[config.mk]
export PLATFORM = sky130hd
export DESIGN_NAME = contiguous_id_range_allocator_core_flat
export DESIGN_NICKNAME = d
export VERILOG_FILES = /design/src/idra_pkg.sv /design/src/idra_req_if.sv /design/src/idra_rsp_if.sv /design/src/idra_cfg.sv /design/src/idra_dp.sv /design/src/idra_ctrl.sv /design/src/contiguous_id_range_allocator_core.sv /design/src/flat_wrapper.sv
export SDC_FILE = /design/constraint.sdc
export NUM_CORES = 1
export LEC_CHECK = 0
export ABC_AREA = 1
export CAP_MARGIN = 5
export CORE_MARGIN = 5
export CORE_UTILIZATION = 30
export DETAILED_ROUTE_END_ITERATION = 7
export DONT_BUFFER_PORTS = 1
export PLACE_DENSITY = 0.44
export SETUP_SLACK_MARGIN = 0.4
export SLEW_MARGIN = 25
export SYNTH_ARGS = -nofsm -noshare
export SYNTH_HDL_FRONTEND = slang
export SYNTH_SLANG_ARGS = --single-unit
[constraint.sdc]
create_clock -name clk -period 9.4 [get_ports clk]
set_input_delay 0.94 -clock clk [delete_from_list [all_inputs] [get_ports clk]]
set_output_delay 0.94 -clock clk [all_outputs]
set_load 0.01 [all_outputs]
[src/idra_pkg.sv]
// Shared constants, codes and control types for the contiguous ID range allocator.
// No dependencies; every other file of the block imports this package.
package idra_pkg;

  // ID space and bitmap geometry
  localparam int TOTAL_IDS = 1024;
  localparam int ID_W      = $clog2(TOTAL_IDS);
  localparam int WORD_BITS = 32;
  localparam int OFF_W     = $clog2(WORD_BITS);
  localparam int NUM_WORDS = TOTAL_IDS / WORD_BITS;
  localparam int WADDR_W   = ID_W - OFF_W;

  // Field and register widths
  localparam int CNT_W    = 11;
  localparam int CFG_W    = 11;
  localparam int STATUS_W = 2;
  localparam int POS_W    = ID_W + 1;
  localparam int END_W    = ((POS_W > CNT_W) ? POS_W : CNT_W) + 1;

  // Configuration port
  localparam int PADDR_W = 3;
  localparam int PDATA_W = 32;
  localparam logic [CFG_W-1:0] ID_LIMIT_RESET = CFG_W'(1024);
  localparam logic REG_ID_LIMIT = 1'b0;

  // Request actions
  localparam logic ACT_ALLOC = 1'b0;
  localparam logic ACT_FREE  = 1'b1;

  typedef enum logic [STATUS_W-1:0] {
    ST_OK       = 2'd0,
    ST_NO_SPACE = 2'd1,
    ST_INVALID  = 2'd2
  } status_t;

  typedef enum logic [3:0] {
    S_IDLE,
    S_A_START,
    S_SEEK_LD,
    S_SEEK,
    S_RUN_LD,
    S_RUN,
    S_MARK_LD,
    S_MARK,
    S_F_START,
    S_CHK_LD,
    S_CHK,
    S_CLR_LD,
    S_CLR,
    S_DONE
  } state_t;

  // Controller to datapath
  typedef struct packed {
    logic    ld_req;
    logic    seek_set;
    logic    seek_next;
    logic    jump;
    logic    adv;
    logic    rewind;
    logic    wr_set;
    logic    wr_clr;
    logic    res_load;
    status_t res_code;
    logic    res_id;
  } cmd_t;

  // Datapath to controller
  typedef struct packed {
    logic cnt_zero;
    logic over_lim;
    logic hit_used;
    logic hit_free;
    logic end_in_word;
    logic zero_found;
    logic base_ge_lim;
    logic e_same_word;
  } stat_t;

endpackage

[src/idra_req_if.sv]
// Request channel: valid/ready handshake carrying one allocate or free transaction.
// Depends on idra_pkg for field widths.
interface idra_req_if;
  import idra_pkg::*;

  logic             valid;
  logic             ready;
  logic             action;
  logic [CNT_W-1:0] count;
  logic [ID_W-1:0]  start_id;

  modport source (output valid, action, count, start_id, input ready);
  modport sink   (input valid, action, count, start_id, output ready);
endinterface

[src/idra_rsp_if.sv]
// Response channel: valid/ready handshake carrying one result transaction.
// Depends on idra_pkg for field widths.
interface idra_rsp_if;
  import idra_pkg::*;

  logic                valid;
  logic                ready;
  logic [STATUS_W-1:0] status;
  logic [ID_W-1:0]     first_id;

  modport source (output valid, status, first_id, input ready);
  modport sink   (input valid, status, first_id, output ready);
endinterface

[src/idra_cfg.sv]
// APB-style configuration register block holding id_limit.
// Depends on idra_pkg.
module idra_cfg (
  input  logic                          clk,
  input  logic                          rst,
  input  logic                          psel,
  input  logic                          penable,
  input  logic                          pwrite,
  input  logic [idra_pkg::PADDR_W-1:0]  paddr,
  input  logic [idra_pkg::PDATA_W-1:0]  pwdata,
  output logic [idra_pkg::PDATA_W-1:0]  prdata,
  output logic                          pready,
  output logic [idra_pkg::CFG_W-1:0]    id_limit
);
  import idra_pkg::*;

  logic wr_en;
  logic hit;

  assign pready = 1'b1;
  assign hit    = (paddr[PADDR_W-1] == REG_ID_LIMIT);
  assign wr_en  = psel & penable & pwrite & pready;

  always_ff @(posedge clk) begin
    if (rst) begin
      id_limit <= ID_LIMIT_RESET;
    end else if (wr_en && hit) begin
      id_limit <= pwdata[CFG_W-1:0];
    end
  end

  assign prdata = hit ? PDATA_W'(id_limit) : '0;

endmodule

[src/idra_dp.sv]
// Datapath: bitmap word memory, scan position registers, range masks and result registers.
// Depends on idra_pkg; driven by idra_ctrl through cmd_t and reports through stat_t.
module idra_dp (
  input  logic                          clk,
  input  logic                          rst,
  input  idra_pkg::cmd_t                cmd,
  output idra_pkg::stat_t               stat,
  input  logic                          req_action,
  input  logic [idra_pkg::CNT_W-1:0]    req_count,
  input  logic [idra_pkg::ID_W-1:0]     req_start_id,
  input  logic [idra_pkg::CFG_W-1:0]    id_limit,
  output logic [idra_pkg::STATUS_W-1:0] rsp_status,
  output logic [idra_pkg::ID_W-1:0]     rsp_first_id
);
  import idra_pkg::*;

  // Bitmap store: one bit per ID, valid bit per word stands for the cleared reset value
  logic [WORD_BITS-1:0] mem [NUM_WORDS];
  logic [NUM_WORDS-1:0] wvalid;
  logic [WORD_BITS-1:0] rdata;
  logic                 rvalid;

  logic [POS_W-1:0]     s;
  logic [POS_W-1:0]     i;
  logic [CNT_W-1:0]     cnt;

  logic [WADDR_W-1:0]   waddr;
  logic [OFF_W-1:0]     off;
  logic [WORD_BITS-1:0] w;
  logic [WORD_BITS-1:0] lo;
  logic [WORD_BITS-1:0] hi;
  logic [WORD_BITS-1:0] mask;
  logic [WORD_BITS-1:0] z;
  logic [WORD_BITS-1:0] wdata;
  logic [END_W-1:0]     base;
  logic [END_W-1:0]     next_base;
  logic [END_W-1:0]     e;
  logic [END_W-1:0]     rel;
  logic [END_W-1:0]     lim;
  logic [OFF_W-1:0]     f;
  logic [POS_W-1:0]     seek_pos;
  logic                 wr_en;

  assign waddr = i[ID_W-1:OFF_W];
  assign off   = i[OFF_W-1:0];
  assign w     = rvalid ? rdata : '0;

  // Effective limit: smaller of the register and the map size
  assign lim = (END_W'(id_limit) > END_W'(TOTAL_IDS)) ? END_W'(TOTAL_IDS) : END_W'(id_limit);

  assign base      = END_W'({i[POS_W-1:OFF_W], {OFF_W{1'b0}}});
  assign next_base = base + END_W'(WORD_BITS);
  assign e         = END_W'(s) + END_W'(cnt);
  assign rel       = e - base;

  // Bits of the current word that fall inside [i, e)
  assign lo   = {WORD_BITS{1'b1}} << off;
  assign hi   = (e <= next_base) ? ~({WORD_BITS{1'b1}} << rel[OFF_W:0]) : {WORD_BITS{1'b1}};
  assign mask = lo & hi;

  // Lowest free bit at or above the current offset
  assign z = ~w & lo;
  always_comb begin
    f = '0;
    for (int k = WORD_BITS - 1; k >= 0; k--) begin
      if (z[k]) begin
        f = OFF_W'(k);
      end
    end
  end
  assign seek_pos = {i[POS_W-1:OFF_W], f};

  always_comb begin
    stat.cnt_zero    = (cnt == '0);
    stat.over_lim    = (e > lim);
    stat.hit_used    = |(w & mask);
    stat.hit_free    = |(~w & mask);
    stat.end_in_word = (e <= next_base);
    stat.zero_found  = |z;
    stat.base_ge_lim = (next_base >= lim);
    stat.e_same_word = (e < next_base);
  end

  assign wr_en = cmd.wr_set | cmd.wr_clr;
  assign wdata = cmd.wr_set ? (w | mask) : (w & ~mask);

  // Read every cycle at the word of i; the data is registered and lands in the next cycle
  always_ff @(posedge clk) begin
    rdata <= mem[waddr];
    if (wr_en) begin
      mem[waddr] <= wdata;
    end
  end

  always_ff @(posedge clk) begin
    if (rst) begin
      wvalid <= '0;
      rvalid <= 1'b0;
    end else begin
      rvalid <= wvalid[waddr];
      if (wr_en) begin
        wvalid[waddr] <= 1'b1;
      end
    end
  end

  always_ff @(posedge clk) begin
    if (cmd.ld_req) begin
      cnt <= req_count;
      if (req_action == ACT_ALLOC) begin
        s <= '0;
        i <= '0;
      end else begin
        s <= POS_W'(req_start_id);
        i <= POS_W'(req_start_id);
      end
    end else if (cmd.seek_set) begin
      s <= seek_pos;
      i <= seek_pos;
    end else if (cmd.seek_next) begin
      s <= next_base[POS_W-1:0];
      i <= next_base[POS_W-1:0];
    end else if (cmd.jump) begin
      s <= e[POS_W-1:0];
      i <= e[POS_W-1:0];
    end else if (cmd.adv) begin
      i <= next_base[POS_W-1:0];
    end else if (cmd.rewind) begin
      i <= s;
    end
  end

  always_ff @(posedge clk) begin
    if (cmd.res_load) begin
      rsp_status   <= cmd.res_code;
      rsp_first_id <= cmd.res_id ? s[ID_W-1:0] : '0;
    end
  end

endmodule

[src/idra_ctrl.sv]
// Controller: request sequencing state machine and response handshake.
// Depends on idra_pkg; commands idra_dp through cmd_t.
module idra_ctrl (
  input  logic            clk,
  input  logic            rst,
  input  logic            req_valid,
  input  logic            req_action,
  output logic            req_ready,
  output logic            rsp_valid,
  input  logic            rsp_ready,
  input  idra_pkg::stat_t stat,
  output idra_pkg::cmd_t  cmd
);
  import idra_pkg::*;

  state_t  state;
  state_t  state_next;
  status_t res_code;
  status_t res_code_next;
  logic    is_free;
  logic    slot_free;

  assign slot_free = !rsp_valid || rsp_ready;

  always_ff @(posedge clk) begin
    if (rst) begin
      state     <= S_IDLE;
      res_code  <= ST_OK;
      is_free   <= 1'b0;
      rsp_valid <= 1'b0;
    end else begin
      state    <= state_next;
      res_code <= res_code_next;
      if (req_valid && req_ready) begin
        is_free <= (req_action == ACT_FREE);
      end
      rsp_valid <= cmd.res_load | (rsp_valid & ~rsp_ready);
    end
  end

  // Next state
  always_comb begin
    state_next    = state;
    res_code_next = res_code;
    case (state)
      S_IDLE: begin
        if (req_valid) begin
          state_next = (req_action == ACT_FREE) ? S_F_START : S_A_START;
        end
      end
      S_A_START: begin
        if (stat.cnt_zero) begin
          res_code_next = ST_NO_SPACE;
          state_next    = S_DONE;
        end else begin
          state_next = S_SEEK;
        end
      end
      S_SEEK_LD: state_next = S_SEEK;
      S_SEEK: begin
        if (stat.zero_found) begin
          state_next = S_RUN;
        end else if (stat.base_ge_lim) begin
          res_code_next = ST_NO_SPACE;
          state_next    = S_DONE;
        end else begin
          state_next = S_SEEK_LD;
        end
      end
      S_RUN_LD: state_next = S_RUN;
      S_RUN: begin
        if (stat.over_lim) begin
          res_code_next = ST_NO_SPACE;
          state_next    = S_DONE;
        end else if (stat.hit_used) begin
          state_next = stat.e_same_word ? S_SEEK : S_SEEK_LD;
        end else if (stat.end_in_word) begin
          state_next = S_MARK_LD;
        end else begin
          state_next = S_RUN_LD;
        end
      end
      S_MARK_LD: state_next = S_MARK;
      S_MARK: begin
        if (stat.end_in_word) begin
          res_code_next = ST_OK;
          state_next    = S_DONE;
        end else begin
          state_next = S_MARK_LD;
        end
      end
      S_F_START: begin
        if (stat.over_lim) begin
          res_code_next = ST_INVALID;
          state_next    = S_DONE;
        end else if (stat.cnt_zero) begin
          res_code_next = ST_OK;
          state_next    = S_DONE;
        end else begin
          state_next = S_CHK;
        end
      end
      S_CHK_LD: state_next = S_CHK;
      S_CHK: begin
        if (stat.hit_free) begin
          res_code_next = ST_INVALID;
          state_next    = S_DONE;
        end else if (stat.end_in_word) begin
          state_next = S_CLR_LD;
        end else begin
          state_next = S_CHK_LD;
        end
      end
      S_CLR_LD: state_next = S_CLR;
      S_CLR: begin
        if (stat.end_in_word) begin
          res_code_next = ST_OK;
          state_next    = S_DONE;
        end else begin
          state_next = S_CLR_LD;
        end
      end
      S_DONE: begin
        if (slot_free) begin
          state_next = S_IDLE;
        end
      end
      default: state_next = S_IDLE;
    endcase
  end

  // Outputs
  always_comb begin
    req_ready    = 1'b0;
    cmd          = '0;
    cmd.res_code = res_code;
    cmd.res_id   = !is_free && (res_code == ST_OK);
    case (state)
      S_IDLE: begin
        req_ready  = 1'b1;
        cmd.ld_req = req_valid;
      end
      S_SEEK: begin
        cmd.seek_set  = stat.zero_found;
        cmd.seek_next = !stat.zero_found && !stat.base_ge_lim;
      end
      S_RUN: begin
        if (!stat.over_lim) begin
          cmd.jump   = stat.hit_used;
          cmd.rewind = !stat.hit_used && stat.end_in_word;
          cmd.adv    = !stat.hit_used && !stat.end_in_word;
        end
      end
      S_MARK: begin
        cmd.wr_set = 1'b1;
        cmd.adv    = !stat.end_in_word;
      end
      S_CHK: begin
        if (!stat.hit_free) begin
          cmd.rewind = stat.end_in_word;
          cmd.adv    = !stat.end_in_word;
        end
      end
      S_CLR: begin
        cmd.wr_clr = 1'b1;
        cmd.adv    = !stat.end_in_word;
      end
      S_DONE: begin
        cmd.res_load = slot_free;
      end
      default: begin
        req_ready = 1'b0;
      end
    endcase
  end

endmodule

[src/contiguous_id_range_allocator_core.sv]
// Per request, an allocate tests its start and scans the 32-ID words for a free run, reading
//   a new word where needed, then marks each word of the run; a free checks each word of the
//   range and then clears each one. The response is registered after the last step; a stalled
//   response holds off the next request.
// Reset: all IDs free at once (per-word valid bits cleared, no clearing pass), id_limit 1024.
// Depends on idra_pkg, idra_req_if, idra_rsp_if, idra_cfg, idra_dp and idra_ctrl.
module contiguous_id_range_allocator_core (
  input  logic                         clk,
  input  logic                         rst,
  idra_req_if.sink                     req,
  idra_rsp_if.source                   rsp,
  input  logic                         psel,
  input  logic                         penable,
  input  logic                         pwrite,
  input  logic [idra_pkg::PADDR_W-1:0] paddr,
  input  logic [idra_pkg::PDATA_W-1:0] pwdata,
  output logic [idra_pkg::PDATA_W-1:0] prdata,
  output logic                         pready
);
  import idra_pkg::*;

  logic [CFG_W-1:0] id_limit;
  cmd_t             cmd;
  stat_t            stat;

  idra_cfg u_cfg (
    .clk      (clk),
    .rst      (rst),
    .psel     (psel),
    .penable  (penable),
    .pwrite   (pwrite),
    .paddr    (paddr),
    .pwdata   (pwdata),
    .prdata   (prdata),
    .pready   (pready),
    .id_limit (id_limit)
  );

  idra_ctrl u_ctrl (
    .clk        (clk),
    .rst        (rst),
    .req_valid  (req.valid),
    .req_action (req.action),
    .req_ready  (req.ready),
    .rsp_valid  (rsp.valid),
    .rsp_ready  (rsp.ready),
    .stat       (stat),
    .cmd        (cmd)
  );

  idra_dp u_dp (
    .clk          (clk),
    .rst          (rst),
    .cmd          (cmd),
    .stat         (stat),
    .req_action   (req.action),
    .req_count    (req.count),
    .req_start_id (req.start_id),
    .id_limit     (id_limit),
    .rsp_status   (rsp.status),
    .rsp_first_id (rsp.first_id)
  );

endmodule

[src/flat_wrapper.sv]
// flat-port wrapper written by rule: the top's interface ports become plain ports
module contiguous_id_range_allocator_core_flat import idra_pkg::*;
  (clk, rst, psel, penable, pwrite, paddr, pwdata, prdata, pready, req_valid, req_action, req_count, req_start_id, req_ready, rsp_valid, rsp_status, rsp_first_id, rsp_ready);
  idra_req_if req_i ();
  idra_rsp_if rsp_i ();
  input  logic clk;
  input  logic rst;
  input  logic psel;
  input  logic penable;
  input  logic pwrite;
  input  logic [idra_pkg::PADDR_W-1:0] paddr;
  input  logic [idra_pkg::PDATA_W-1:0] pwdata;
  output logic [idra_pkg::PDATA_W-1:0] prdata;
  output logic pready;
  input wire logic [$bits(req_i.valid)-1:0] req_valid;
  input wire logic [$bits(req_i.action)-1:0] req_action;
  input wire logic [$bits(req_i.count)-1:0] req_count;
  input wire logic [$bits(req_i.start_id)-1:0] req_start_id;
  output wire logic [$bits(req_i.ready)-1:0] req_ready;
  output wire logic [$bits(rsp_i.valid)-1:0] rsp_valid;
  output wire logic [$bits(rsp_i.status)-1:0] rsp_status;
  output wire logic [$bits(rsp_i.first_id)-1:0] rsp_first_id;
  input wire logic [$bits(rsp_i.ready)-1:0] rsp_ready;
  assign req_i.valid = req_valid;
  assign req_i.action = req_action;
  assign req_i.count = req_count;
  assign req_i.start_id = req_start_id;
  assign req_ready = req_i.ready;
  assign rsp_valid = rsp_i.valid;
  assign rsp_status = rsp_i.status;
  assign rsp_first_id = rsp_i.first_id;
  assign rsp_i.ready = rsp_ready;
  contiguous_id_range_allocator_core u_core (.clk(clk), .rst(rst), .req(req_i), .rsp(rsp_i), .psel(psel), .penable(penable), .pwrite(pwrite), .paddr(paddr), .pwdata(pwdata), .prdata(prdata), .pready(pready));
endmodule
# Word level (Yosys, flattened, before mapping)
# Memories as Yosys holds them, arrays and structs flattened. A register that Yosys moved wholly into a read port is not among the register bits.
# Index checks and enable logic that the tools add are counted.
# W data, S select, Z words.
[totals] register_bits=97 latch_bits=0 ramBits=1024 mem_bits_ro=0 input_bits=64 output_inout_bits=47 mem_count=1
[classes] addsub=3 multipliers=0 div=0 n_lt_le_gt_ge=7 eq_ne=23 shift=2 muxes=91 bitwise_logic=17 reduce_logical=28
[mem_list] memory="u_core.u_dp.mem" depth=32 width=32 read_ports=1 rd_ports_with_merged_regs=1 wr=1 line_no="idra_dp.sv:18" rtl="logic [WORD_BITS-1:0] mem [NUM_WORDS];"
[ops] cell="$and A32 B32 Y32" n=5
[ops] cell="$mux W5" n=32
[ops] cell="$mux W11" n=12
[ops] cell="$mux W32" n=3
[ops] cell="$not A32 Y32" n=3
[ops] cell="$reduce_or A32 Y1" n=3
[ops] cell="$or A32 B32 Y32" n=2
[ops] cell="$pmux W4 S14" n=1
[ops] cell="$mux W4" n=8
[ops] cell="$shl A32 B5 Y32 const A" n=1
[ops] cell="$shl A32 B6 Y32 const A" n=1
[ops] cell="$eq A4 B4 Y1 const B" n=6
[ops] cell="$mux W2" n=12
[ops] cell="$mux W3" n=6
[ops] cell="$eq A4 B3 Y1 const B" n=4
[ops] cell="$add A11 B11 Y12" n=1
[ops] cell="$add A11 B6 Y12 const B" n=1
[ops] cell="$ge A12 B11 Y1" n=1
[ops] cell="$gt A12 B11 Y1" n=1
[ops] cell="$le A12 B12 Y1" n=1
[ops] cell="$lt A12 B12 Y1" n=1
[ops] cell="$ne A2 B2 Y1 const B" n=6
[ops] cell="$pmux W2 S6" n=1
[ops] cell="$reduce_bool A6 Y1" n=2
[ops] cell="other kinds (28)" n=57

# Depth between registers and ports, before layout
[depth] ltp_word=37 mapped_depth=42

# By module
# From an unflattened synthesis, not the netlist that was laid out.
[unflattened] hier_cells=3965 hier_area_um2=47458.0
[modules_own_cells] mod="idra_dp" n_inst=1 cells_per_inst=3702 area_each_um2=45952.8
[modules_own_cells] mod="idra_ctrl" n_inst=1 cells_per_inst=142 area_each_um2=762.0
[modules_own_cells] mod="idra_cfg" n_inst=1 cells_per_inst=121 area_each_um2=743.2

# Least setup slack after synthesis
# Ideal clock, no wire load.
[synth_timing] path_kind="register -> register" start="register u_core.u_dp.s[0]" end="memory u_core.u_dp.mem[0][6] (data pin)" setup_time_ns=0.454 arrival_ns=4.877 required_time_ns=8.946 slack_ns=4.069 stages_incl_launch_ff=28 n_path_buf=0 path_cell_list="edfxtp_1 ha_1 fa_1 nand2_1 inv_2 o21ai_2 nand2_4 a21oi_1 o21ai_0 nand2_1 nand2_1 a21oi_1 inv_1 a21oi_1 o21ai_0 xor2_1 ha_1 nand2_1 inv_1 nand4_1 nand2_4 nor2_8 nand2_4 nor2_1 inv_1 o21ai_0 inv_1 o21ai_0"
[synth_via] elab_chain_cells=9
[synth_rtl] element="start, declared" line_no="idra_dp.sv:23" rtl="logic [POS_W-1:0] s;"
[synth_rtl] element="start signal, assigned" line_no="idra_dp.sv:114" rtl="s <= POS_W'(req_start_id);"
[synth_rtl] element="start signal, assigned" line_no="idra_dp.sv:118" rtl="s <= seek_pos;"
[synth_rtl] element="start signal, assigned" line_no="idra_dp.sv:121" rtl="s <= next_base[POS_W-1:0];"
[synth_rtl] element="$add A11 B11 Y12 *" line_no="idra_dp.sv:53" rtl="assign e = END_W'(s) + END_W'(cnt);"
[synth_rtl] element="$sub A6 B6 Y6" line_no="idra_dp.sv:54" rtl="assign rel = e - base;"
[synth_rtl] element="$shl A32 B6 Y32" line_no="idra_dp.sv:58" rtl="assign hi = (e <= next_base) ? ~({WORD_BITS{1'b1}} << rel[OFF_W:0]) : {WORD_BITS{1'b1}};"
[synth_rtl] element="$not A32 Y32" line_no="idra_dp.sv:58"
[synth_rtl] element="$mux W32 *" line_no="idra_dp.sv:58"
[synth_rtl] element="$and A32 B32 Y32 *" line_no="idra_dp.sv:59" rtl="assign mask = lo & hi;"
[synth_rtl] element="$not A32 Y32" line_no="idra_dp.sv:85" rtl="assign wdata = cmd.wr_set ? (w | mask) : (w & ~mask);"
[synth_rtl] element="$and A32 B32 Y32" line_no="idra_dp.sv:85"
[synth_rtl] element="$mux W32 *" line_no="idra_dp.sv:85"
[synth_rtl] element="via u_core.u_dp.wdata[6]" line_no="idra_dp.sv:34" rtl="logic [WORD_BITS-1:0] wdata;"
[synth_rtl] element="end, declared" line_no="idra_dp.sv:18"
# Mark *: on every way through the listed nets, which the timed path passes. The rest lies on a longest branch.

# Final worst setup path
[layout_timing] start="register u_core.u_dp.cnt[0]" end="register u_core.u_dp.i[5], enable pin"
[layout_via] elab_chain_cells=14
[layout_rtl] element="start, declared" line_no="idra_dp.sv:25" rtl="logic [CNT_W-1:0] cnt;"
[layout_rtl] element="start signal, assigned" line_no="idra_dp.sv:109" rtl="cnt <= req_count;"
[layout_rtl] element="$add A11 B11 Y12 *" line_no="idra_dp.sv:53"
[layout_rtl] element="$sub A6 B6 Y6" line_no="idra_dp.sv:54"
[layout_rtl] element="$shl A32 B6 Y32" line_no="idra_dp.sv:58"
[layout_rtl] element="$not A32 Y32" line_no="idra_dp.sv:58"
[layout_rtl] element="$mux W32" line_no="idra_dp.sv:58"
[layout_rtl] element="$and A32 B32 Y32" line_no="idra_dp.sv:59"
[layout_rtl] element="$and A32 B32 Y32" line_no="idra_dp.sv:76" rtl="stat.hit_used = |(w & mask);"
[layout_rtl] element="$reduce_or A32 Y1" line_no="idra_dp.sv:76"
[layout_rtl] element="$logic_not A1 Y1" line_no="idra_ctrl.sv:150, idra_ctrl.sv:151"
[layout_rtl] element="$logic_and A1 B1 Y1, on equally long branches" line_no="idra_ctrl.sv:151, idra_ctrl.sv:150"
[layout_rtl] element="$mux W3" line_no="idra_ctrl.sv:148" rtl="if (!stat.over_lim) begin"
[layout_rtl] element="$pmux W1 S3 / $pmux W1 S2 (equally long branches)" line_no="idra_ctrl.sv:138" rtl="case (state)"
[layout_rtl] element="$reduce_bool A5 Y1 (no line) *"
[layout_rtl] element="$reduce_and A2 Y1 (no line) *"
[layout_rtl] element="end signal, assigned" line_no="idra_dp.sv:125" rtl="i <= e[POS_W-1:0];"
[layout_rtl] element="end signal, assigned" line_no="idra_dp.sv:127" rtl="i <= next_base[POS_W-1:0];"
[layout_rtl] element="end signal, assigned" line_no="idra_dp.sv:129" rtl="i <= s;"
[layout_rtl] element="end, declared" line_no="idra_dp.sv:24" rtl="logic [POS_W-1:0] i;"
# Every way passes the cells marked *; elsewhere a longest branch is shown, timed or not.
# A chain may end at the register's enable or synchronous reset.

==> flow_summary.json <==
{
  "crit_path_max_fanout": 17,
  "synth_largest_type_area_fraction": 0.6739,
  "detail-route-antenna-nets": 0,
  "seq_area_frac_synth": 0.7092,
  "post_synth_fa_ha_maj_area_fraction": 0.01066,
  "synthesized_netlist_cell_count": 3947,
  "place_area_mm2": 0.05040,
  "yosys_most_used_dff": "edfxtp_1",
  "drv_slew": 0,
  "cts_htree_levels": 4,
  "pwr_density_cell_mw_per_mm2": 343.1,
  "initial_core_util": 0.3011,
  "grt_first_pass_wirelength_um": 220400,
  "avgViaCountPerCell": 5.189,
  "crit_family": "simple AND/OR/NAND/NOR gates",
  "cts_buffers": 130,
  "area_of_the_multi_input_gates_mm2": 0.01254,
  "synth_edf_count": 1069,
  "floorplan.core_area_mm2": 0.1582,
  "synth_top_area_cell": "edfxtp_1",
  "timing.critical_path.to_type": "register",
  "run_status": "complete, no violations",
  "synth_area_per_cell_um2": 12.07,
  "p_leak_nw": 18.17,
  "cts_tree": "built",
  "ctsResizeCount": 0,
  "drtPass1Iterations": 5,
  "max_stage_delay_ns": 0.40,
  "die_width_um": 408.5,
  "flow.area_growth_from_synthesis_pct": 14.39,
  "synth.mux.area_fraction": 0,
  "synthXorXnorAreaFrac": 0.002049,
  "unrepaired_setup_endpoints_after_global_routing": "false",
  "required_ns": 9.82,
  "drc": 0,
  "path_class_of_the_lowest_slack_min_delay_path": "in2reg",
  "vias": 31720,
  "cts_post_setup_buffers_inserted": 0,
  "routedWlPerCell_um": 25.25,
  "period_share": 0.6921,
  "hold_path_depth": 1,
  "relSlewSlack": 0.3311,
  "pin_count": 111,
  "synthesis.area_mm2": 0.04763,
  "maximum_number_of_pins_on_one_net_before_global_route_repair": 184,
  "whs_endpoint": "u_core.u_ctrl.rsp_valid$_SDFF_PP0_",
  "detailedRoute.firstIterationViolations": 2908,
  "routabilityCongestion": 0.9324,
  "design.final.nets": 4049,
  "timing.critical_path.mode_cell": "nand2_1",
  "yosys.area_share.simple": 0.09635,
  "clock_latency_on_the_worst_skew_pair_ns": 0.77,
  "sort_of_element_at_the_start_of_the_critical_path": "register",
  "finalClockSkew_ns": 0.03786,
  "die_height_um": 408.5,
  "critical_path.reg2reg.endpoint": "u_core.u_dp.i[5]$_DFFE_PP_",
  "final-setup-viol-count": 0,
  "wirelength_um": 154400,
  "timing.setup.critical_path_class": "reg2reg",
  "worst-endpoint-arrival_ns": 6.92,
  "reg2reg_setup_slack_ns": 2.89,
  "die-area_mm2": 0.1668,
  "clock_tree_root": "clkbuf_16",
  "fin_hold_ws_ns": 0.2581,
  "postLayoutCellArea_mm2": 0.05449,
  "peakVddDrop_mv": 0.3231,
  "setup_tns_ns": 0,
  "fillers": 15680,
  "main_combinational_cell_family_by_area_after_synthesis": "compound AO/OA/AOI/OAI gates",
  "clock_transition_at_path_regs_ns": 0.06,
  "fmax_mhz": 153.7,
  "cts.path.max_buffers": 3,
  "place.port_buffers": 0,
  "worst_slew_pin_slew_ns": 1.003,
  "hold_viol": 0,
  "ys_async_sr_fraction": 0,
  "antenna_violations_before_repair": 2,
  "complex_gate_fraction_of_the_synthesized_area": 0.1438,
  "ys_ff_latch": 1153,
  "max-cap-violations": 0,
  "cts_hold_repair.buffers": 0,
  "critical_path.reg2reg.startpoint": "u_core.u_dp.cnt[0]$_DFFE_PP_",
  "synth-warning-count": 0,
  "placementRows": 146,
  "number_of_global_route_vias_before_repair": 30090,
  "min_period_ns": 6.505,
  "critical_path.n_buffers_inverters": 4,
  "cts_sinks": 1153,
  "ys_top_cells_by_area": "edfxtp_1 (67%), o21ai_0 (6.4%), nor2_1 (5.8%)",
  "hpwl_um": 84300,
  "timing.critical_path.slowest_stage_cell": "edfxtp_1",
  "timing.reg2reg.worst_path_depth": 33,
  "worstHoldStart": "rst",
  "netlist-cell-type-count": 62,
  "final_layout_size_suffix_gt1_frac": 0.09802,
  "globalRoute.totalOverflow": 0,
  "register_area_mm2": 0.03378,
  "grt.total_usage": 0.1805
}
cell usage after synthesis (3+ instances only):
cell type and count:
edfxtp_1 1069, nor2_1 733, o21ai_0 610, nand2_1 319
o22ai_1 274, clkbuf_1 203, inv_1 178, dfxtp_1 84
a21oi_1 72, a221oi_1 66, a22o_1 63, ha_1 39
nand3_1 37, buf_4 25, o211ai_1 15, nor3_1 14
a211oi_1 10, buf_1 10, nand4_1 10, o21ai_1 10
inv_2 9, o21ai_2 8, nor2_4 7, xor2_1 7
a31oi_1 5, nand2_2 5, buf_2 4, nand2_4 4
nor2_2 4, o211ai_2 4, buf_6 3, nand3_2 3
nor3_2 3, nor4_2 3, o2111ai_1 3
per-stage QoR:
| stage | setup slack, ns | util | cells | power [W] |
|---|---|---|---|---|
| after floorplan | 4.069 | - | 3967 | 0.01134 |
| after global placement | 2.803 | 0.3182 | 5884 | 0.01389 |
| after detailed placement | 2.888 | 0.3186 | 5885 | 0.01389 |
| after CTS | 2.858 | 0.3444 | 6112 | 0.01885 |
| after global routing | 2.318 | 0.3444 | 6113 | 0.01972 |
| final | 2.895 | 0.3444 | 6114 | 0.01869 |
cell families (layout without fill, tap and decap cells):
logic type      Yosys count  in the layout
compound gates         1159           1159
flops                  1153           1153
simple gates           1147           1147
buf+inv                 437            510
fa+ha+maj                40             40
xor+xnor                  9              9
other cells               2             24
area by class of cell:
cell class / instances / share of cell area
Antenna cell: 2 / 0.00009185
Clock buffer: 184 / 0.06682
Clock inverter: 43 / 0.008129
Inverter: 189 / 0.01339
Multi-Input combinational cell: 2377 / 0.2301
Sequential cell: 1153 / 0.6200
Tap cell: 2072 / 0.04758
Timing Repair Buffer: 94 / 0.01387
layout by cell type, fill, tap and decap left out, types with 5 or more instances in the layout:
cell type  instances
a211oi_1          10
a21oi_1           59
a21oi_2            9
a221oi_1          66
a22o_1            63
buf_4             90
bufinv_16          6
clkbuf_1          40
clkbuf_16        134
clkbuf_8          10
clkinv_1          16
clkinv_2          10
clkinv_8           5
conb_1            22
dfxtp_1           83
edfxtp_1        1069
ha_1              39
inv_1            169
inv_2             17
nand2_1          319
nand2_2            5
nand3_1           37
nand4_1           10
nor2_1           704
nor2_2             5
nor2_4            35
nor3_1            10
nor3_2             7
o211ai_1          15
o21ai_0          592
o21ai_1           11
o21ai_2           21
o22ai_1          274
xor2_1             7
worst reg2reg max path, delay by kind of cell (launching register included):
family,cells,cell delay (ns)
and+or+nand+nor,15,2.50
AOI/OAI and AO/OA,10,1.74
adders and majority gates,3,0.92
DFF,1,0.40
xor gates and xnor gates,1,0.31
buffers and inverters,4,0.30
worst max path at each step:
stage,cells past startpoint,slack [ns],to,from
final,33,2.89,u_core.u_dp.i[5]$_DFFE_PP_,u_core.u_dp.cnt[0]$_DFFE_PP_
after CTS,37,2.86,u_core.u_dp.i[8]$_DFFE_PP_,u_core.u_dp.cnt[0]$_DFFE_PP_
after global placement,37,2.80,u_core.u_dp.i[10]$_SDFFCE_PP0P_,u_core.u_dp.cnt[0]$_DFFE_PP_
after floorplan,27,4.07,u_core.u_dp.mem[0][6]$_DFFE_PP_,u_core.u_dp.s[0]$_DFFE_PP_
after global routing,37,2.32,u_core.u_dp.i[10]$_SDFFCE_PP0P_,u_core.u_dp.s[0]$_DFFE_PP_
after detailed placement,37,2.89,u_core.u_dp.i[10]$_SDFFCE_PP0P_,u_core.u_dp.cnt[0]$_DFFE_PP_
power breakdown:
group          leakage, nW  internal [W]  switching, W
Clock                 1.98       0.00286       0.00204
Combinational         5.82       0.00173       0.00503
Sequential            10.4       0.00684      0.000191
registers in the layout, summed over array words and instances (netlist names), 4 cells and up:
name                      flops
u_core.u_dp.rdata            32
u_core.u_dp.cnt              11
u_core.u_dp.rsp_first_id     10
u_core.u_dp.mem            1024
u_core.u_cfg.id_limit        11
u_core.u_ctrl.state           4
u_core.u_dp.s                11
u_core.u_dp.wvalid           32
u_core.u_dp.i                11
per-layer routing:
metal | vias to the layer above | global-route usage | part of all wire
li1 | 14470 | - | -
met5 | - | 0 | 0
met2 | 908 | 0.2939 | 0.47
met4 | 0 | 0.05008 | 0.023
met3 | 186 | 0.02357 | 0.050
met1 | 16160 | 0.2542 | 0.46
Power figures use the tool's default switching activity.
